==> src/design/kmp_pkg.sv <==
// Shared types, codes and default sizes for the KMP substring search core.
package kmp_pkg;

    localparam int MAX_PATTERN_DEF   = 64;
    localparam int POSITION_BITS_DEF = 32;
    localparam int START_W           = 16;
    localparam int MATCH_POS_W       = 32;

    localparam logic [START_W-1:0] START_RESET = 16'd1;

    typedef enum logic [1:0] {
        CMD_PATTERN = 2'd0,
        CMD_TEXT    = 2'd1,
        CMD_CLEAR   = 2'd2
    } command_t;

    typedef enum logic [1:0] {
        ST_PENDING   = 2'd0,
        ST_FOUND     = 2'd1,
        ST_NOT_FOUND = 2'd2,
        ST_DROPPED   = 2'd3
    } status_t;

    typedef struct packed {
        command_t   command;
        logic [7:0] data_byte;
        logic       last_byte;
    } req_t;

    typedef struct packed {
        status_t                status;
        logic [MATCH_POS_W-1:0] match_position;
    } rsp_t;

endpackage

==> src/design/kmp_substring_search_core.sv <==
// Top level of the KMP substring search core: sequencer, state and result register.
//
// Each request gives exactly one response. A clear, an unused command, a dropped pattern
// byte, a text byte outside the active search or while the pattern is empty, and one of
// the first two pattern bytes go from idle straight to S_RESULT. A later pattern byte
// passes through S_LD_PREV and, if needed, walks the failure links in S_LD_WALK while its
// failure entry is built, and a searched text byte walks the failure links in S_TX_WALK,
// one compare step at a time. Every step is one read of the pattern and failure memories,
// whose single registered read port paces the walk; over a text the failure links
// followed average at most one per byte. S_RESULT waits while the response register
// still holds a response that is not taken, then loads the response as the core returns
// to idle. The response register lets the core accept the next request while a response
// still waits to be taken.
module kmp_substring_search_core #(
    parameter int MAX_PATTERN   = kmp_pkg::MAX_PATTERN_DEF,
    parameter int POSITION_BITS = kmp_pkg::POSITION_BITS_DEF
) (
    input  logic                         aclk,
    input  logic                         aresetn,
    input  logic                         s_valid,
    output logic                         s_ready,
    input  kmp_pkg::req_t                s_req,
    output logic                         m_valid,
    input  logic                         m_ready,
    output kmp_pkg::rsp_t                m_rsp,
    input  logic                         cfg_we,
    input  logic [kmp_pkg::START_W-1:0]  cfg_wdata
);

    localparam int IDX_W  = $clog2(MAX_PATTERN);
    localparam int LEN_W  = $clog2(MAX_PATTERN + 1);
    localparam int CMP_W  = (POSITION_BITS > kmp_pkg::START_W) ? POSITION_BITS
                                                               : kmp_pkg::START_W;
    localparam int CALC_W = (POSITION_BITS > kmp_pkg::MATCH_POS_W) ? POSITION_BITS
                                                                   : kmp_pkg::MATCH_POS_W;

    typedef enum logic [4:0] {
        S_IDLE    = 5'b00001,
        S_LD_PREV = 5'b00010,
        S_LD_WALK = 5'b00100,
        S_TX_WALK = 5'b01000,
        S_RESULT  = 5'b10000
    } state_t;

    state_t                          state_reg, state_next;
    kmp_pkg::req_t                   req_reg, req_next;
    kmp_pkg::rsp_t                   res_reg, res_next;
    kmp_pkg::rsp_t                   m_rsp_reg, m_rsp_next;
    logic                            m_valid_reg, m_valid_next;
    logic [LEN_W-1:0]                len_reg, len_next;
    logic [LEN_W-1:0]                matched_reg, matched_next;
    logic [LEN_W-1:0]                j_reg, j_next;
    logic [POSITION_BITS-1:0]        tp_reg, tp_next;
    logic                            done_reg, done_next;
    logic [7:0]                      prev_reg, prev_next;
    logic [kmp_pkg::START_W-1:0]     start_reg;

    logic                            store_we;
    logic [IDX_W-1:0]                store_waddr;
    logic [7:0]                      store_rd;
    logic                            fail_we;
    logic [IDX_W-1:0]                fail_waddr;
    logic [IDX_W-1:0]                fail_wdata;
    logic [IDX_W-1:0]                fail_rd;
    logic [IDX_W-1:0]                rd_addr;

    logic [POSITION_BITS-1:0]        tp_inc;
    logic [kmp_pkg::START_W-1:0]     start_eff;
    logic                            active;
    logic [LEN_W-1:0]                k_val;
    logic [LEN_W-1:0]                j_new;
    logic                            ld_fin;
    logic [LEN_W-1:0]                ld_val;
    logic                            tx_fin;
    logic [CALC_W-1:0]               mpos_calc;

    kmp_ram #(
        .WIDTH (8),
        .DEPTH (MAX_PATTERN)
    ) u_pattern_ram (
        .aclk    (aclk),
        .wr_en   (store_we),
        .wr_addr (store_waddr),
        .wr_data (req_next.data_byte),
        .rd_addr (rd_addr),
        .rd_data (store_rd)
    );

    kmp_ram #(
        .WIDTH (IDX_W),
        .DEPTH (MAX_PATTERN)
    ) u_failure_ram (
        .aclk    (aclk),
        .wr_en   (fail_we),
        .wr_addr (fail_waddr),
        .wr_data (fail_wdata),
        .rd_addr (rd_addr),
        .rd_data (fail_rd)
    );

    assign s_ready   = (state_reg == S_IDLE);
    assign m_valid   = m_valid_reg;
    assign m_rsp     = m_rsp_reg;
    assign tp_inc    = (tp_reg == {POSITION_BITS{1'b1}}) ? tp_reg
                                                         : tp_reg + POSITION_BITS'(1);
    assign start_eff = (start_reg == '0) ? kmp_pkg::START_W'(1) : start_reg;
    assign active    = !done_reg && (CMP_W'(tp_inc) >= CMP_W'(start_eff));
    assign k_val     = LEN_W'(fail_rd);
    assign mpos_calc = CALC_W'(tp_reg) - CALC_W'(len_reg) + CALC_W'(1);

    always_comb begin
        state_next   = state_reg;
        req_next     = req_reg;
        res_next     = res_reg;
        len_next     = len_reg;
        matched_next = matched_reg;
        j_next       = j_reg;
        tp_next      = tp_reg;
        done_next    = done_reg;
        prev_next    = prev_reg;
        store_we     = 1'b0;
        store_waddr  = len_reg[IDX_W-1:0];
        fail_we      = 1'b0;
        fail_waddr   = len_reg[IDX_W-1:0];
        fail_wdata   = '0;
        rd_addr      = j_reg[IDX_W-1:0];
        j_new        = j_reg;
        ld_fin       = 1'b0;
        ld_val       = '0;
        tx_fin       = 1'b0;

        case (state_reg)
            S_IDLE: begin
                if (s_valid) begin
                    req_next   = s_req;
                    state_next = S_RESULT;
                    res_next   = '{status: kmp_pkg::ST_PENDING, match_position: '0};
                    case (s_req.command)
                        kmp_pkg::CMD_CLEAR: begin
                            len_next     = '0;
                            tp_next      = '0;
                            matched_next = '0;
                            done_next    = 1'b0;
                        end
                        kmp_pkg::CMD_PATTERN: begin
                            if (len_reg >= LEN_W'(MAX_PATTERN)) begin
                                res_next.status = kmp_pkg::ST_DROPPED;
                            end else begin
                                store_we = 1'b1;
                                if (len_reg < LEN_W'(2)) begin
                                    fail_we  = 1'b1;
                                    len_next = len_reg + LEN_W'(1);
                                end else begin
                                    j_next     = len_reg - LEN_W'(1);
                                    rd_addr    = j_next[IDX_W-1:0];
                                    state_next = S_LD_PREV;
                                end
                            end
                        end
                        kmp_pkg::CMD_TEXT: begin
                            tp_next = tp_inc;
                            if (!active) begin
                                if (s_req.last_byte && !done_reg) begin
                                    res_next.status = kmp_pkg::ST_NOT_FOUND;
                                end
                                if (s_req.last_byte) begin
                                    tp_next      = '0;
                                    matched_next = '0;
                                    done_next    = 1'b0;
                                end
                            end else if (len_reg == '0) begin
                                res_next.status         = kmp_pkg::ST_FOUND;
                                res_next.match_position =
                                    kmp_pkg::MATCH_POS_W'(CALC_W'(tp_inc));
                                done_next = 1'b1;
                                if (s_req.last_byte) begin
                                    tp_next      = '0;
                                    matched_next = '0;
                                    done_next    = 1'b0;
                                end
                            end else begin
                                j_next     = matched_reg;
                                rd_addr    = matched_reg[IDX_W-1:0];
                                state_next = S_TX_WALK;
                            end
                        end
                        default: begin
                            res_next.status = kmp_pkg::ST_PENDING;
                        end
                    endcase
                end
            end

            S_LD_PREV: begin
                prev_next = store_rd;
                if (k_val >= j_reg) begin
                    ld_fin = 1'b1;
                end else begin
                    j_next     = k_val;
                    rd_addr    = k_val[IDX_W-1:0];
                    state_next = S_LD_WALK;
                end
            end

            S_LD_WALK: begin
                if (store_rd == prev_reg) begin
                    ld_fin = 1'b1;
                    ld_val = j_reg + LEN_W'(1);
                end else if (j_reg == '0 || k_val >= j_reg) begin
                    ld_fin = 1'b1;
                end else begin
                    j_next  = k_val;
                    rd_addr = k_val[IDX_W-1:0];
                end
            end

            S_TX_WALK: begin
                if (j_reg < len_reg && store_rd == req_reg.data_byte) begin
                    j_new  = j_reg + LEN_W'(1);
                    tx_fin = 1'b1;
                end else if (j_reg == '0 || j_reg >= LEN_W'(MAX_PATTERN)) begin
                    tx_fin = 1'b1;
                end else begin
                    j_new   = (k_val < j_reg) ? k_val : '0;
                    j_next  = j_new;
                    rd_addr = j_new[IDX_W-1:0];
                end
            end

            S_RESULT: begin
                if (!m_valid_reg || m_ready) begin
                    state_next = S_IDLE;
                end
            end

            default: begin
                state_next = S_IDLE;
            end
        endcase

        if (ld_fin) begin
            fail_we    = 1'b1;
            fail_wdata = ld_val[IDX_W-1:0];
            len_next   = len_reg + LEN_W'(1);
            state_next = S_RESULT;
        end

        if (tx_fin) begin
            state_next = S_RESULT;
            if (j_new >= len_reg) begin
                res_next.status         = kmp_pkg::ST_FOUND;
                res_next.match_position = mpos_calc[kmp_pkg::MATCH_POS_W-1:0];
                matched_next            = '0;
                done_next               = 1'b1;
            end else begin
                matched_next = j_new;
                if (req_reg.last_byte) begin
                    res_next.status = kmp_pkg::ST_NOT_FOUND;
                end
            end
            if (req_reg.last_byte) begin
                tp_next      = '0;
                matched_next = '0;
                done_next    = 1'b0;
            end
        end
    end

    always_comb begin
        m_valid_next = m_valid_reg;
        m_rsp_next   = m_rsp_reg;
        if (m_valid_reg && m_ready) begin
            m_valid_next = 1'b0;
        end
        if (state_reg == S_RESULT && (!m_valid_reg || m_ready)) begin
            m_valid_next = 1'b1;
            m_rsp_next   = res_reg;
        end
    end

    always_ff @(posedge aclk) begin
        if (!aresetn) begin
            state_reg   <= S_IDLE;
            m_valid_reg <= 1'b0;
            len_reg     <= '0;
            matched_reg <= '0;
            tp_reg      <= '0;
            done_reg    <= 1'b0;
            start_reg   <= kmp_pkg::START_RESET;
        end else begin
            state_reg   <= state_next;
            m_valid_reg <= m_valid_next;
            len_reg     <= len_next;
            matched_reg <= matched_next;
            tp_reg      <= tp_next;
            done_reg    <= done_next;
            if (cfg_we) begin
                start_reg <= cfg_wdata;
            end
        end
    end

    always_ff @(posedge aclk) begin
        req_reg   <= req_next;
        res_reg   <= res_next;
        m_rsp_reg <= m_rsp_next;
        j_reg     <= j_next;
        prev_reg  <= prev_next;
    end

`ifndef SYNTHESIS
    a_len_bound: assert property (@(posedge aclk) disable iff (!aresetn)
        len_reg <= LEN_W'(MAX_PATTERN))
        else $error("Pattern length exceeds capacity.");

    a_matched_bound: assert property (@(posedge aclk) disable iff (!aresetn)
        (len_reg == '0 && matched_reg == '0) || (matched_reg < len_reg))
        else $error("Partial match is not shorter than the pattern.");

    a_drop_when_full: assert property (@(posedge aclk) disable iff (!aresetn)
        (state_reg == S_RESULT && res_reg.status == kmp_pkg::ST_DROPPED)
        |-> (len_reg == LEN_W'(MAX_PATTERN)))
        else $error("Pattern byte dropped while the pattern store has room.");

    a_found_sets_done: assert property (@(posedge aclk) disable iff (!aresetn)
        (state_reg == S_RESULT && res_reg.status == kmp_pkg::ST_FOUND)
        |-> (done_reg || req_reg.last_byte))
        else $error("Match reported without closing the search.");
`endif

endmodule

==> src/design/kmp_ram.sv <==
// Generic single-write, single-read RAM with a registered read port.
module kmp_ram #(
    parameter int WIDTH = 8,
    parameter int DEPTH = 64
) (
    input  logic                     aclk,
    input  logic                     wr_en,
    input  logic [$clog2(DEPTH)-1:0] wr_addr,
    input  logic [WIDTH-1:0]         wr_data,
    input  logic [$clog2(DEPTH)-1:0] rd_addr,
    output logic [WIDTH-1:0]         rd_data
);

    logic [WIDTH-1:0] mem_reg [DEPTH];
    logic [WIDTH-1:0] rd_data_reg;

    always_ff @(posedge aclk) begin
        if (wr_en) begin
            mem_reg[wr_addr] <= wr_data;
        end
        rd_data_reg <= mem_reg[rd_addr];
    end

    assign rd_data = rd_data_reg;

endmodule

==> config.mk <==
export PLATFORM = sky130hd
export DESIGN_NAME = kmp_substring_search_core
export DESIGN_NICKNAME = d
export VERILOG_FILES = /design/src/design/kmp_pkg.sv /design/src/design/kmp_substring_search_core.sv /design/src/design/kmp_ram.sv
export SDC_FILE = /design/constraint.sdc
export NUM_CORES = 1
export LEC_CHECK = 0
export BUFFER_PORTS_ARGS = -buffer_cell sky130_fd_sc_hd__buf_2
export CAP_MARGIN = 20
export CORE_AREA = 5 5 204 354
export CTS_CLUSTER_DIAMETER = 150
export DETAILED_ROUTE_END_ITERATION = 12
export DIE_AREA = 0 0 209 359
export PLACE_DENSITY = 0.84
export SYNTH_ARGS = -nofsm -noshare
export SYNTH_HDL_FRONTEND = slang
export SYNTH_HIERARCHICAL = 1
export SYNTH_SLANG_ARGS = --single-unit
export TNS_END_PERCENT = 100
==> constraint.sdc <==
create_clock -name aclk -period 17.4 [get_ports aclk]
set_input_delay 0.87 -clock aclk [delete_from_list [all_inputs] [get_ports aclk]]
set_output_delay 0.87 -clock aclk [all_outputs]
set_load 0.02 [all_outputs]
# [Yosys cells after proc, flatten, opt, wreduce, memory -nomap -nowiden]
# Memory sizes are Yosys's and may differ from the RTL's. A register that Yosys moved wholly into a read port is not among the register bits.
# Cells that the tools add are included.
[classes] eq_ne=28 magnitude_cmp=8 n_addsub=6 n_reduce_logical=30 bitwise_logic=2 muxes=114
[op_table] op="32-bit two-way mux" n=11
[op_table] op="7-bit two-way mux" n=25
[op_table] op="34-bit two-way mux" n=3
[op_table] op="6-bit two-way mux" n=14
[op_table] op="32-bit by 1-bit adder with 32-bit output, second input constant" n=2
[op_table] op="32-bit case mux with 2 select lines" n=1
[op_table] op="5-bit two-way mux" n=9
[op_table] op="7-bit case mux with 2 select lines" n=3
[op_table] op="33-bit two-way mux" n=1
[op_table] op="32-bit == test, second input constant" n=1
[op_table] op="32-bit by 16-bit greater-or-equal comparator with 1-bit output" n=1
[op_table] op="32-bit by 7-bit subtractor with 32-bit output" n=1
[op_table] op="1-bit two-way mux" n=31
[op_table] op="7-bit case mux with 4 select lines" n=1
[op_table] op="6-bit case mux with 4 select lines" n=1
[op_table] op="5-bit case mux with 4 select lines" n=1
[op_table] op="9-bit two-way mux" n=2
[op_table] op="3-bit inequality test, second input constant" n=6
[op_table] op="8-bit == test" n=2
[op_table] op="16-bit logical NOT" n=1
[op_table] op="16-bit two-way mux" n=1
[op_table] op="7-bit by 1-bit adder with 7-bit output, second input constant" n=2
[op_table] op="7-bit greater-or-equal comparator, second input constant" n=2
[op_table] op="7-bit logical NOT" n=2
[op_table] op="36 further kinds" n=64
[word_totals] elab_cells=206 inputBits=32 ram_bits=896 memories=2 ff_bits=161 out_inout_bits=36
[mem_list] memory="u_pattern_ram.mem_reg" words=64 width=8 rd=1 rd_clocked_by_memory_dff=1 write_ports=1 line_no="kmp_ram.sv:14" rtl="logic [WIDTH-1:0] mem_reg [DEPTH];"
[mem_list] memory="u_failure_ram.mem_reg" words=64 width=6 rd=1 rd_clocked_by_memory_dff=1 write_ports=1 line_no="kmp_ram.sv:14"

# [Longest topological paths before layout]
# Gate-level depths: netlist of the first run.
[depth] depth_word=11 mapped_depth=29

# [Modules after synthesis]
# The synthesis of the first run kept the hierarchy.
[by_module_without_submodules] module="kmp_ram (u_pattern_ram)" cells_per_inst=940 instances=1 area_each_um2=20166.8 seq_area_each_um2=15534.9
[by_module_without_submodules] module="kmp_ram (u_failure_ram)" cells_per_inst=729 instances=1 area_each_um2=15205.8 seq_area_each_um2=11651.2
[by_module_without_submodules] module="kmp_substring_search_core" cells_per_inst=1272 instances=1 area_each_um2=10920.5 seq_area_each_um2=3723.6

# [Worst setup path after synthesis of the first run]
# OpenSTA, ideal clock, no wires.
[synth_path] path_kind="register to register" start="register tp_reg[0]" end="register u_pattern_ram.rd_data_reg[3] (netlist: u_pattern_ram/rd_data[3]) (read register of u_pattern_ram.mem_reg)" period_less_slack_ns=5.923 path_slack_ns=11.477 arrival_ns=5.776 path_stages_with_launch=28 path_buffers=5 cell_sequence="dfxtp_1 -> ha_1 -> and2_1 -> nand4_1 -> nor2_1 -> or3_1 -> nor2_1 -> nand3_1 -> xnor2_1 -> ha_1 -> and4_1 -> nand2_1 -> o21ai_0 -> a211oi_1 -> o2111a_1 -> and4_1 -> buf_6 -> nor3_1 -> and3_1 -> nor2_1 -> o41ai_1 -> buf_2 -> buf_4 -> clkbuf_1 -> buf_2 -> mux4_2 -> o21ai_1 -> o41ai_1"
[synth_between] elab_chain_len=8
[synth_rtl] element="start: declaration" line_no="kmp_substring_search_core.sv:53" rtl="logic [POSITION_BITS-1:0] tp_reg, tp_next;"
[synth_rtl] element="start signal: assignment" line_no="kmp_substring_search_core.sv:295" rtl="tp_reg <= tp_next;"
[synth_rtl] element="32-bit by 1-bit adder with 32-bit output / 32-bit == test (equally long branches)" line_no="kmp_substring_search_core.sv:105, kmp_substring_search_core.sv:104"
[synth_rtl] element="32-bit two-way mux (*)" line_no="kmp_substring_search_core.sv:104" rtl="assign tp_inc = (tp_reg == {POSITION_BITS{1'b1}}) ? tp_reg"
[synth_rtl] element="32-bit by 16-bit greater-or-equal comparator with 1-bit output (*)" line_no="kmp_substring_search_core.sv:107" rtl="assign active = !done_reg && (CMP_W'(tp_inc) >= CMP_W'(start_eff));"
[synth_rtl] element="1-bit logical AND (*)" line_no="kmp_substring_search_core.sv:107"
[synth_rtl] element="6-bit two-way mux (*)" line_no="kmp_substring_search_core.sv:162" rtl="if (!active) begin"
[synth_rtl] element="6-bit case mux with 2 select lines (*)" line_no="kmp_substring_search_core.sv:138" rtl="case (s_req.command)"
[synth_rtl] element="6-bit two-way mux (*)" line_no="kmp_substring_search_core.sv:134" rtl="if (s_valid) begin"
[synth_rtl] element="6-bit case mux with 4 select lines (*)" line_no="kmp_substring_search_core.sv:132" rtl="case (state_reg)"
[synth_rtl] element="net rd_addr[2]" line_no="kmp_substring_search_core.sv:65" rtl="logic [IDX_W-1:0] rd_addr;"
[synth_rtl] element="end: declaration" line_no="kmp_ram.sv:15" rtl="logic [WIDTH-1:0] rd_data_reg;"
# The timed path passes the listed nets; every way through them passes the cells marked *.
# A chain may end at the register's enable or synchronous reset.

# [Final worst setup path of the first run]
[layout_path] start="register tp_reg[0]" end="register u_pattern_ram.rd_data_reg[5] (netlist: u_pattern_ram/rd_data[5]) (read register of u_pattern_ram.mem_reg)"
# The elaborated chain is that of the path after synthesis.

==> impl_metrics.ini, run 1 <==
[outcome]
result_of_the_run = completed

[setup_path]
timing.critical_path.depth = 25
r2r-start = tp_reg[0]
regToRegSetupSlack_ns = 8.10
rr_worst_depth = 25
timing.critical_path.max_delay_family = compound AO/OA/AOI/OAI gates
cp.buffers_inverters = 2
cp_data_arrival_time_ns = 9.84
crit_fanout = 121
crit_top_cell = sky130_fd_sc_hd__a21o_1
worst_setup_path_start_kind = register
timing.critical_path.slowest_cell_delay_ns = 0.80
timing_worst_setup_path_type = reg -> reg
crit_start = tp_reg[0]
worst_path_max_delay_cell = sky130_fd_sc_hd__buf_4
setup.worst_path.end_class = register
worst_setup_path_endpoint = u_pattern_ram/rd_data[5]
critical_path_required_ns = 17.94
r2r-end = u_pattern_ram/rd_data[5]

[timing]
holdWs_ns = 0.431
timing_max_transition_violations_final = 0
max_clock_freq_mhz = 107
hold_viol = 0
setup_violations = 0
clock-skew-final_ns = 0.0359
worst_pin_slew_ns = 1.14
min_period_over_period = 0.535
final.min_clock_period_ns = 9.30
timing.max_slew.rel_slack = 0.240
setup_repair_after_global_routing_missed_its_margin = false
setup_total_negative_slack_ns = 0

[place]
portBuffers = 67
placedCellCount = 3818
place.detailed.hpwl_um = 77800
globalplace.congestion = 0.982

[logic_synthesis]
post_synth_main_area_contributors = sky130_fd_sc_hd__edfxtp_1, sky130_fd_sc_hd__mux4_2, sky130_fd_sc_hd__dfxtp_1, sky130_fd_sc_hd__ha_1, sky130_fd_sc_hd__nor2_1
synthesis.instances = 2941
ys_async_sr_fraction = 0
yosysTopAreaCellShare = 0.614
syn_avg_cell_area_um2 = 15.7
number_of_enable_flip_flop_cells_after_synthesis = 946
synth_area_um2 = 46300
synth_largest_area_cell = sky130_fd_sc_hd__edfxtp_1
yosysSeqAreaShare = 0.668
yosys_most_used_dff = sky130_fd_sc_hd__edfxtp_1
synth.yosys.warnings = 6
mapped_nets = 3079
ys_types = 80
ys_seq_elements = 1071

[die]
row_count = 128
fp.coreArea_um2 = 69200
die_area_um2 = 75000
chipWidth_um = 209
dieHeight_um = 359
floorplan.initialDensity = 0.669
ios = 68

[detailed_routing]
ant_nets = 0
drt_iter0_markers = 3604
wirelength_um = 124000
num_vias = 28400
detail_route.first_pass.iterations = 7
detail_route.wl_per_cell_um = 31.0
viasPerCell = 7.12
post-route-drc-count = 0

[global_route]
grt_max_degree = 142
number_of_antenna_violations_at_the_first_check_in_global_routing = 0
vias_in_the_first_global_route = 29200
global_route.usage.total = 0.327
gr_ovfl_total = 0
grt_pass1_wl_um = 184000

[cells_and_area]
post_route_cells_drive_above_1_share = 0.178
num-fill-cells = 4000
fin_cells = 3992
antenna-diode-count = 0
flow.area_growth_from_synthesis_pct = 9.32
nets = 3143
largest_reg_flops = 512

[clock_network]
cts_tree = built
postCtsSetupBuffers = 0
postCtsResizedCells = 0
clock_sink_count = 1071
cts.path.max_buffers = 3
ctsHoldBuffers = 0
tritoncts.num_buffers = 90
clock_tree.root_cell = sky130_fd_sc_hd__clkbuf_16
worstSkewPairLatency_ns = 0.68
clock_tree.htree_level_count = 3
path_clk_slew_ns = 0.07

[power_and_ir_drop]
p_leak_uw = 0.0178
total_power_per_unit_cell_area_nw_per_um2 = 108
vdd_ir_drop_max_v = 0.000116

[flow_run]
drv_cap = 0

[hold_path]
min_path_type = reg -> reg
## area by class of cell
cell class / instances / area, um2 / area share
sequential: 1071 / 30900 / 0.611
multi-input combinational: 1652 / 14500 / 0.286
clock buffer: 115 / 2460 / 0.0486
tap: 910 / 1140 / 0.0225
timing repair buffer: 114 / 786 / 0.0155
clock inverter: 54 / 548 / 0.0108
inverter: 76 / 285 / 0.00564
## worst min-delay path by stage
stage,start,end,slack (ns),cells past startpoint
CTS,cfg_wdata[0],start_reg[0],0.40,3
floorplan,res_reg[32],m_rsp[32],0.40,0
detailed placement,res_reg[18],m_rsp[18],0.41,0
finish,res_reg[16],m_rsp[16],0.43,0
global placement,res_reg[17],m_rsp[17],0.42,0
global route,s_req[0],req_reg[0],0.43,1
## synthesized netlist by cell type (48+ instances only)
master / count
sky130_fd_sc_hd__nand3_1: 59
sky130_fd_sc_hd__clkbuf_1: 78
sky130_fd_sc_hd__nand2_1: 174
sky130_fd_sc_hd__nor3_1: 48
sky130_fd_sc_hd__edfxtp_1: 946
sky130_fd_sc_hd__o21ai_0: 69
sky130_fd_sc_hd__a21oi_1: 97
sky130_fd_sc_hd__xnor2_1: 56
sky130_fd_sc_hd__nor2_1: 272
sky130_fd_sc_hd__inv_1: 72
sky130_fd_sc_hd__mux2i_1: 57
sky130_fd_sc_hd__mux4_2: 229
sky130_fd_sc_hd__ha_1: 105
sky130_fd_sc_hd__dfxtp_1: 125
## through the flow
| step | power [uW] | util | instance area [um2] | setup WS, ns |
|---|---|---|---|---|
| 3_3_place_gp | 3410 | 0.686 | 47500 | 8.53 |
| 3_5_place_dp | 3420 | 0.687 | 47500 | 8.29 |
| 2_1_floorplan | 3250 | - | 46300 | 11.48 |
| 6_report | 5460 | 0.731 | 50600 | 8.10 |
| 4_1_cts | 5450 | 0.730 | 50500 | 8.19 |
| 5_1_grt | 5610 | 0.731 | 50600 | 7.51 |
## kinds of logic (layout without fill, tap and decap cells)
group / after synthesis / count (layout) / share of synthesized area
AND/OR/NAND/NOR: 716 / 716 / 0.0713
flip-flops: 1071 / 1071 / 0.668
buffers and inverters: 218 / 359 / 0.0225
AO/OA/AOI/OAI: 439 / 439 / 0.0651
adder cells (fa/ha/maj): 106 / 106 / 0.0288
multiplexers: 304 / 304 / 0.128
XOR/XNOR: 87 / 87 / 0.0165
## cell usage in the layout, fill, tap and decap left out, types with 18 or more instances in the layout
master                      netlist  final
sky130_fd_sc_hd__nor2b_1         22     21
sky130_fd_sc_hd__nand3_1         59     59
sky130_fd_sc_hd__nor3_1          48     48
sky130_fd_sc_hd__nand4_1         19     19
sky130_fd_sc_hd__dfxtp_1        125    125
sky130_fd_sc_hd__edfxtp_1       946    946
sky130_fd_sc_hd__o21ai_0         69     69
sky130_fd_sc_hd__nand2b_1        26     26
sky130_fd_sc_hd__clkbuf_16        0     93
sky130_fd_sc_hd__nor2_1         272    267
sky130_fd_sc_hd__xnor2_1         56     56
sky130_fd_sc_hd__inv_1           72     72
sky130_fd_sc_hd__xor2_1          31     31
sky130_fd_sc_hd__ha_1           105    105
sky130_fd_sc_hd__a21o_1          26     26
sky130_fd_sc_hd__nor4_1          19     18
sky130_fd_sc_hd__clkinv_2         0     19
sky130_fd_sc_hd__a221oi_1        35     35
sky130_fd_sc_hd__buf_2           25     68
sky130_fd_sc_hd__mux2_2          18     18
sky130_fd_sc_hd__mux2i_1         57     57
sky130_fd_sc_hd__a21oi_1         97     95
sky130_fd_sc_hd__buf_4           18     38
sky130_fd_sc_hd__a211oi_1        21     20
sky130_fd_sc_hd__a31oi_1         19     19
sky130_fd_sc_hd__a22oi_1         28     28
sky130_fd_sc_hd__nand2_1        174    165
sky130_fd_sc_hd__mux4_2         229    229
## worst register-to-register path: stages, from the launching register on
cell and delay, ns:
sky130_fd_sc_hd__dfxtp_1 0.38, sky130_fd_sc_hd__ha_1 0.31, sky130_fd_sc_hd__and2_1 0.21, sky130_fd_sc_hd__nand4_1 0.30, sky130_fd_sc_hd__nor2_1 0.19, sky130_fd_sc_hd__or3_1 0.43
sky130_fd_sc_hd__nor2_1 0.28, sky130_fd_sc_hd__nand2_1 0.11, sky130_fd_sc_hd__xnor2_1 0.29, sky130_fd_sc_hd__ha_1 0.32, sky130_fd_sc_hd__a21o_1 0.19, sky130_fd_sc_hd__a21o_1 0.18
sky130_fd_sc_hd__a21o_1 0.17, sky130_fd_sc_hd__a211oi_1 0.55, sky130_fd_sc_hd__o2111a_1 0.28, sky130_fd_sc_hd__and4_1 0.41, sky130_fd_sc_hd__nor3_1 0.15, sky130_fd_sc_hd__mux2i_1 0.14
sky130_fd_sc_hd__nor3_1 0.27, sky130_fd_sc_hd__o22a_4 0.78, sky130_fd_sc_hd__buf_12 0.73, sky130_fd_sc_hd__buf_4 1.00, sky130_fd_sc_hd__mux4_2 0.64, sky130_fd_sc_hd__mux4_2 0.50
sky130_fd_sc_hd__o21ai_1 0.23, sky130_fd_sc_hd__o41ai_1 0.14
## layer usage
metal,routed length (um),up-vias,track usage
met2,64700,2061,0.576
met1,37600,14100,0.359
li1,-,11700,-
met3,10500,585,0.0533
met4,11200,0,0.231
met5,0,-,0
## where the power goes
group / internal [uW] / switching [uW] / leakage, uW / total (uW)
combinational: 178 / 337 / 0.00573 / 515
clock: 1130 / 931 / 0.00145 / 2060
sequential: 2840 / 35.2 / 0.0106 / 2880
total: 4150 / 1300 / 0.0178 / 5460
(Power assumes the default switching activity.)
==> run 2, diff against run 1 <==
--- a/config.mk
+++ b/config.mk
@@ -7,11 +7,11 @@
 export LEC_CHECK = 0
 export BUFFER_PORTS_ARGS = -buffer_cell sky130_fd_sc_hd__buf_2
 export CAP_MARGIN = 20
-export CORE_AREA = 5 5 204 354
+export CORE_AREA = 5 5 211 367
 export CTS_CLUSTER_DIAMETER = 150
 export DETAILED_ROUTE_END_ITERATION = 12
-export DIE_AREA = 0 0 209 359
-export PLACE_DENSITY = 0.84
+export DIE_AREA = 0 0 216 372
+export PLACE_DENSITY = 0.79
 export SYNTH_ARGS = -nofsm -noshare
 export SYNTH_HDL_FRONTEND = slang
 export SYNTH_HIERARCHICAL = 1
==> constraint.sdc (replaced) <==
create_clock -name aclk -period 9.25 [get_ports aclk]
set_input_delay 0.4625 -clock aclk [delete_from_list [all_inputs] [get_ports aclk]]
set_output_delay 0.4625 -clock aclk [all_outputs]
set_load 0.02 [all_outputs]
==> run 2 against run 1 <==
Net effect: routed wire length fell by 3.6%; combinational power increased by 86%; die area is 7.1% higher.
==> impl_metrics.ini, run 2 (synthesis results as in run 1) <==
[clock_network]
worstSkewPairLatency_ns = 0.67
path_clk_slew_ns = 0.07
tritoncts.num_buffers = 91
cts.path.max_buffers = 3
clock_sink_count = 1071
cts_tree = built
clock_tree.htree_level_count = 3
clock_tree.root_cell = sky130_fd_sc_hd__clkbuf_16
postCtsSetupBuffers = 0

[die]
dieHeight_um = 372
die_area_um2 = 80400
fp.coreArea_um2 = 73800
row_count = 132
chipWidth_um = 216
ios = 68
floorplan.initialDensity = 0.627

[power_and_ir_drop]
total_power_per_unit_cell_area_nw_per_um2 = 202
p_leak_uw = 0.0179
vdd_ir_drop_max_v = 0.000285

[global_route]
gr_ovfl_total = 0
global_route.usage.met1 = 0.331
number_of_antenna_violations_at_the_first_check_in_global_routing = 0
vias_in_the_first_global_route = 28200
gr-usage-met3 = 0.0397
grt_max_degree = 72
global_route.usage.total = 0.298
grt.met2_usage = 0.537
grt_pass1_wl_um = 178000
globalRoute.busiestLayer = met2

[cells_and_area]
post_route_cells_drive_above_1_share = 0.178
final_common_cell = sky130_fd_sc_hd__edfxtp_1
flow.area_growth_from_synthesis_pct = 9.89
largest_reg_flops = 512
finish.utilization = 0.689
nets = 3161
antenna-diode-count = 0
commonest_cells_after_routing_fill_and_taps_aside = sky130_fd_sc_hd__edfxtp_1, sky130_fd_sc_hd__nor2_1, sky130_fd_sc_hd__mux4_2, sky130_fd_sc_hd__nand2_1, sky130_fd_sc_hd__dfxtp_1

[timing]
setup_violations = 0
clock-skew-final_ns = 0.0207
setup_total_negative_slack_ns = 0
timing_max_transition_violations_final = 0
min_period_over_period = 0.893
worst_pin_slew_ns = 1.20
setup_repair_after_global_routing_missed_its_margin = false
timing.max_slew.rel_slack = 0.179
max_clock_freq_mhz = 121
hold_viol = 0
final.min_clock_period_ns = 8.26

[detailed_routing]
viasPerCell = 6.81
drt_iter0_markers = 2867
wirelength_um = 119000
num_vias = 27500
ant_nets = 0
post-route-drc-count = 0
detail_route.wl_per_cell_um = 29.6
detail_route.first_pass.iterations = 6

[outcome]
result_of_the_run = completed

[setup_path]
timing_worst_setup_path_type = reg -> reg
setup.worst_path.end_class = register
crit_top_cell = sky130_fd_sc_hd__nor2_1
worst_setup_path_start_kind = register
worst_path_max_delay_cell = sky130_fd_sc_hd__o22a_4
crit_fanout = 38
worst_path_cell_trace = ha_1, and2_1, nand4_1, nor2_1, or3_1, nor2_1, nand3_1, xnor2_1, ha_1, and4_1, nand2_1, o21ai_0, a211oi_1, o2111a_1, and4_1, nor3_1, mux2i_1, nor3_1, o22a_4, buf_12, mux4_2, mux4_2, nor2_1, o32ai_1
timing.critical_path.slowest_cell_delay_ns = 0.80
critical_path_required_ns = 9.77
cp_data_arrival_time_ns = 8.78

[flow_run]
drv_cap = 0

[hold_path]
min_path_type = in -> reg

[place]
globalplace.congestion = 0.916
place.detailed.hpwl_um = 80200
portBuffers = 67
[run 2: cell types whose count changed in the layout (fill, tap and decap cells not counted), moves of 2 or more]
cell	previous run	this run
sky130_fd_sc_hd__clkinv_4	5	2
sky130_fd_sc_hd__inv_16	2	0
sky130_fd_sc_hd__clkbuf_1	17	22
sky130_fd_sc_hd__clkinv_1	9	15
sky130_fd_sc_hd__clkbuf_16	93	97
sky130_fd_sc_hd__dlygate4sd3_1	0	3
sky130_fd_sc_hd__buf_4	38	48
sky130_fd_sc_hd__clkinv_2	19	13
sky130_fd_sc_hd__clkbuf_8	5	2
sky130_fd_sc_hd__clkinvlp_4	10	6
[run 2: layout make-up]
class / count / area [um2]
flip-flops and latches: 1071 / 30900
fillers: 4653 / 23000
clock inverters: 48 / 527
inverters: 76 / 285
multi-input cells: 1652 / 14500
repair buffers: 131 / 958
well taps: 938 / 1170
clock buffers: 121 / 2540
[run 2: through the flow]
step                cell area (um2)  cells  total power, uW  worst slack (ns)  hold WS [ns]
finish                        50900   4037            10300             0.990        0.0453
global route                  50900   4037            10600             0.652        0.0420
CTS                           50800   4030            10300              1.11       0.00418
detailed placement            47700   3858             6450              1.17         0.415
global placement              47600   3857             6420              1.47         0.417
floorplan                     46300   2941             6110              3.33         0.403
[run 2: path summary, 6_finish.rpt]
path / endpoint / slack, ns / cells after the start / start
hold / removal: start_reg[5] / 0.05 / 3 / cfg_wdata[5]
setup / recovery: u_pattern_ram/rd_data[4] / 0.99 / 24 / tp_reg[0]
setup reg to reg: u_pattern_ram/rd_data[4] / 0.99 / 24 / tp_reg[0]
hold reg to reg: m_rsp[21] / 0.44 / 0 / res_reg[21]
[run 2: power breakdown]
| part | leakage, uW | internal, uW | switching, uW |
|---|---|---|---|
| clock network | 0.00148 | 2200 | 1720 |
| registers | 0.0106 | 5350 | 65.4 |
| logic | 0.00583 | 341 | 619 |
| total | 0.0179 | 7890 | 2410 |
[run 2: critical path: cells and delay by family, from the launching register on]
family          cells  cell delay, ns
compound gates      5            2.01
mux                 3            1.23
xor+xnor            1            0.44
buf+inv             1            0.34
simple gates       12            2.97
flops               1            0.37
fa+ha+maj           2            0.63
[run 2: per-layer routing]
metal / up-vias / routed length, um
li1: 11700 / -
met1: 13900 / 38700
met2: 1520 / 63600
met3: 381 / 7970
met4: 0 / 9170
met5: - / 0
[run 2: what timing repair did]
action | CTS | global route
hold endpoints to repair | 3 | 0
gates resized for setup | 0 | 0
hold buffers | 3 | 0
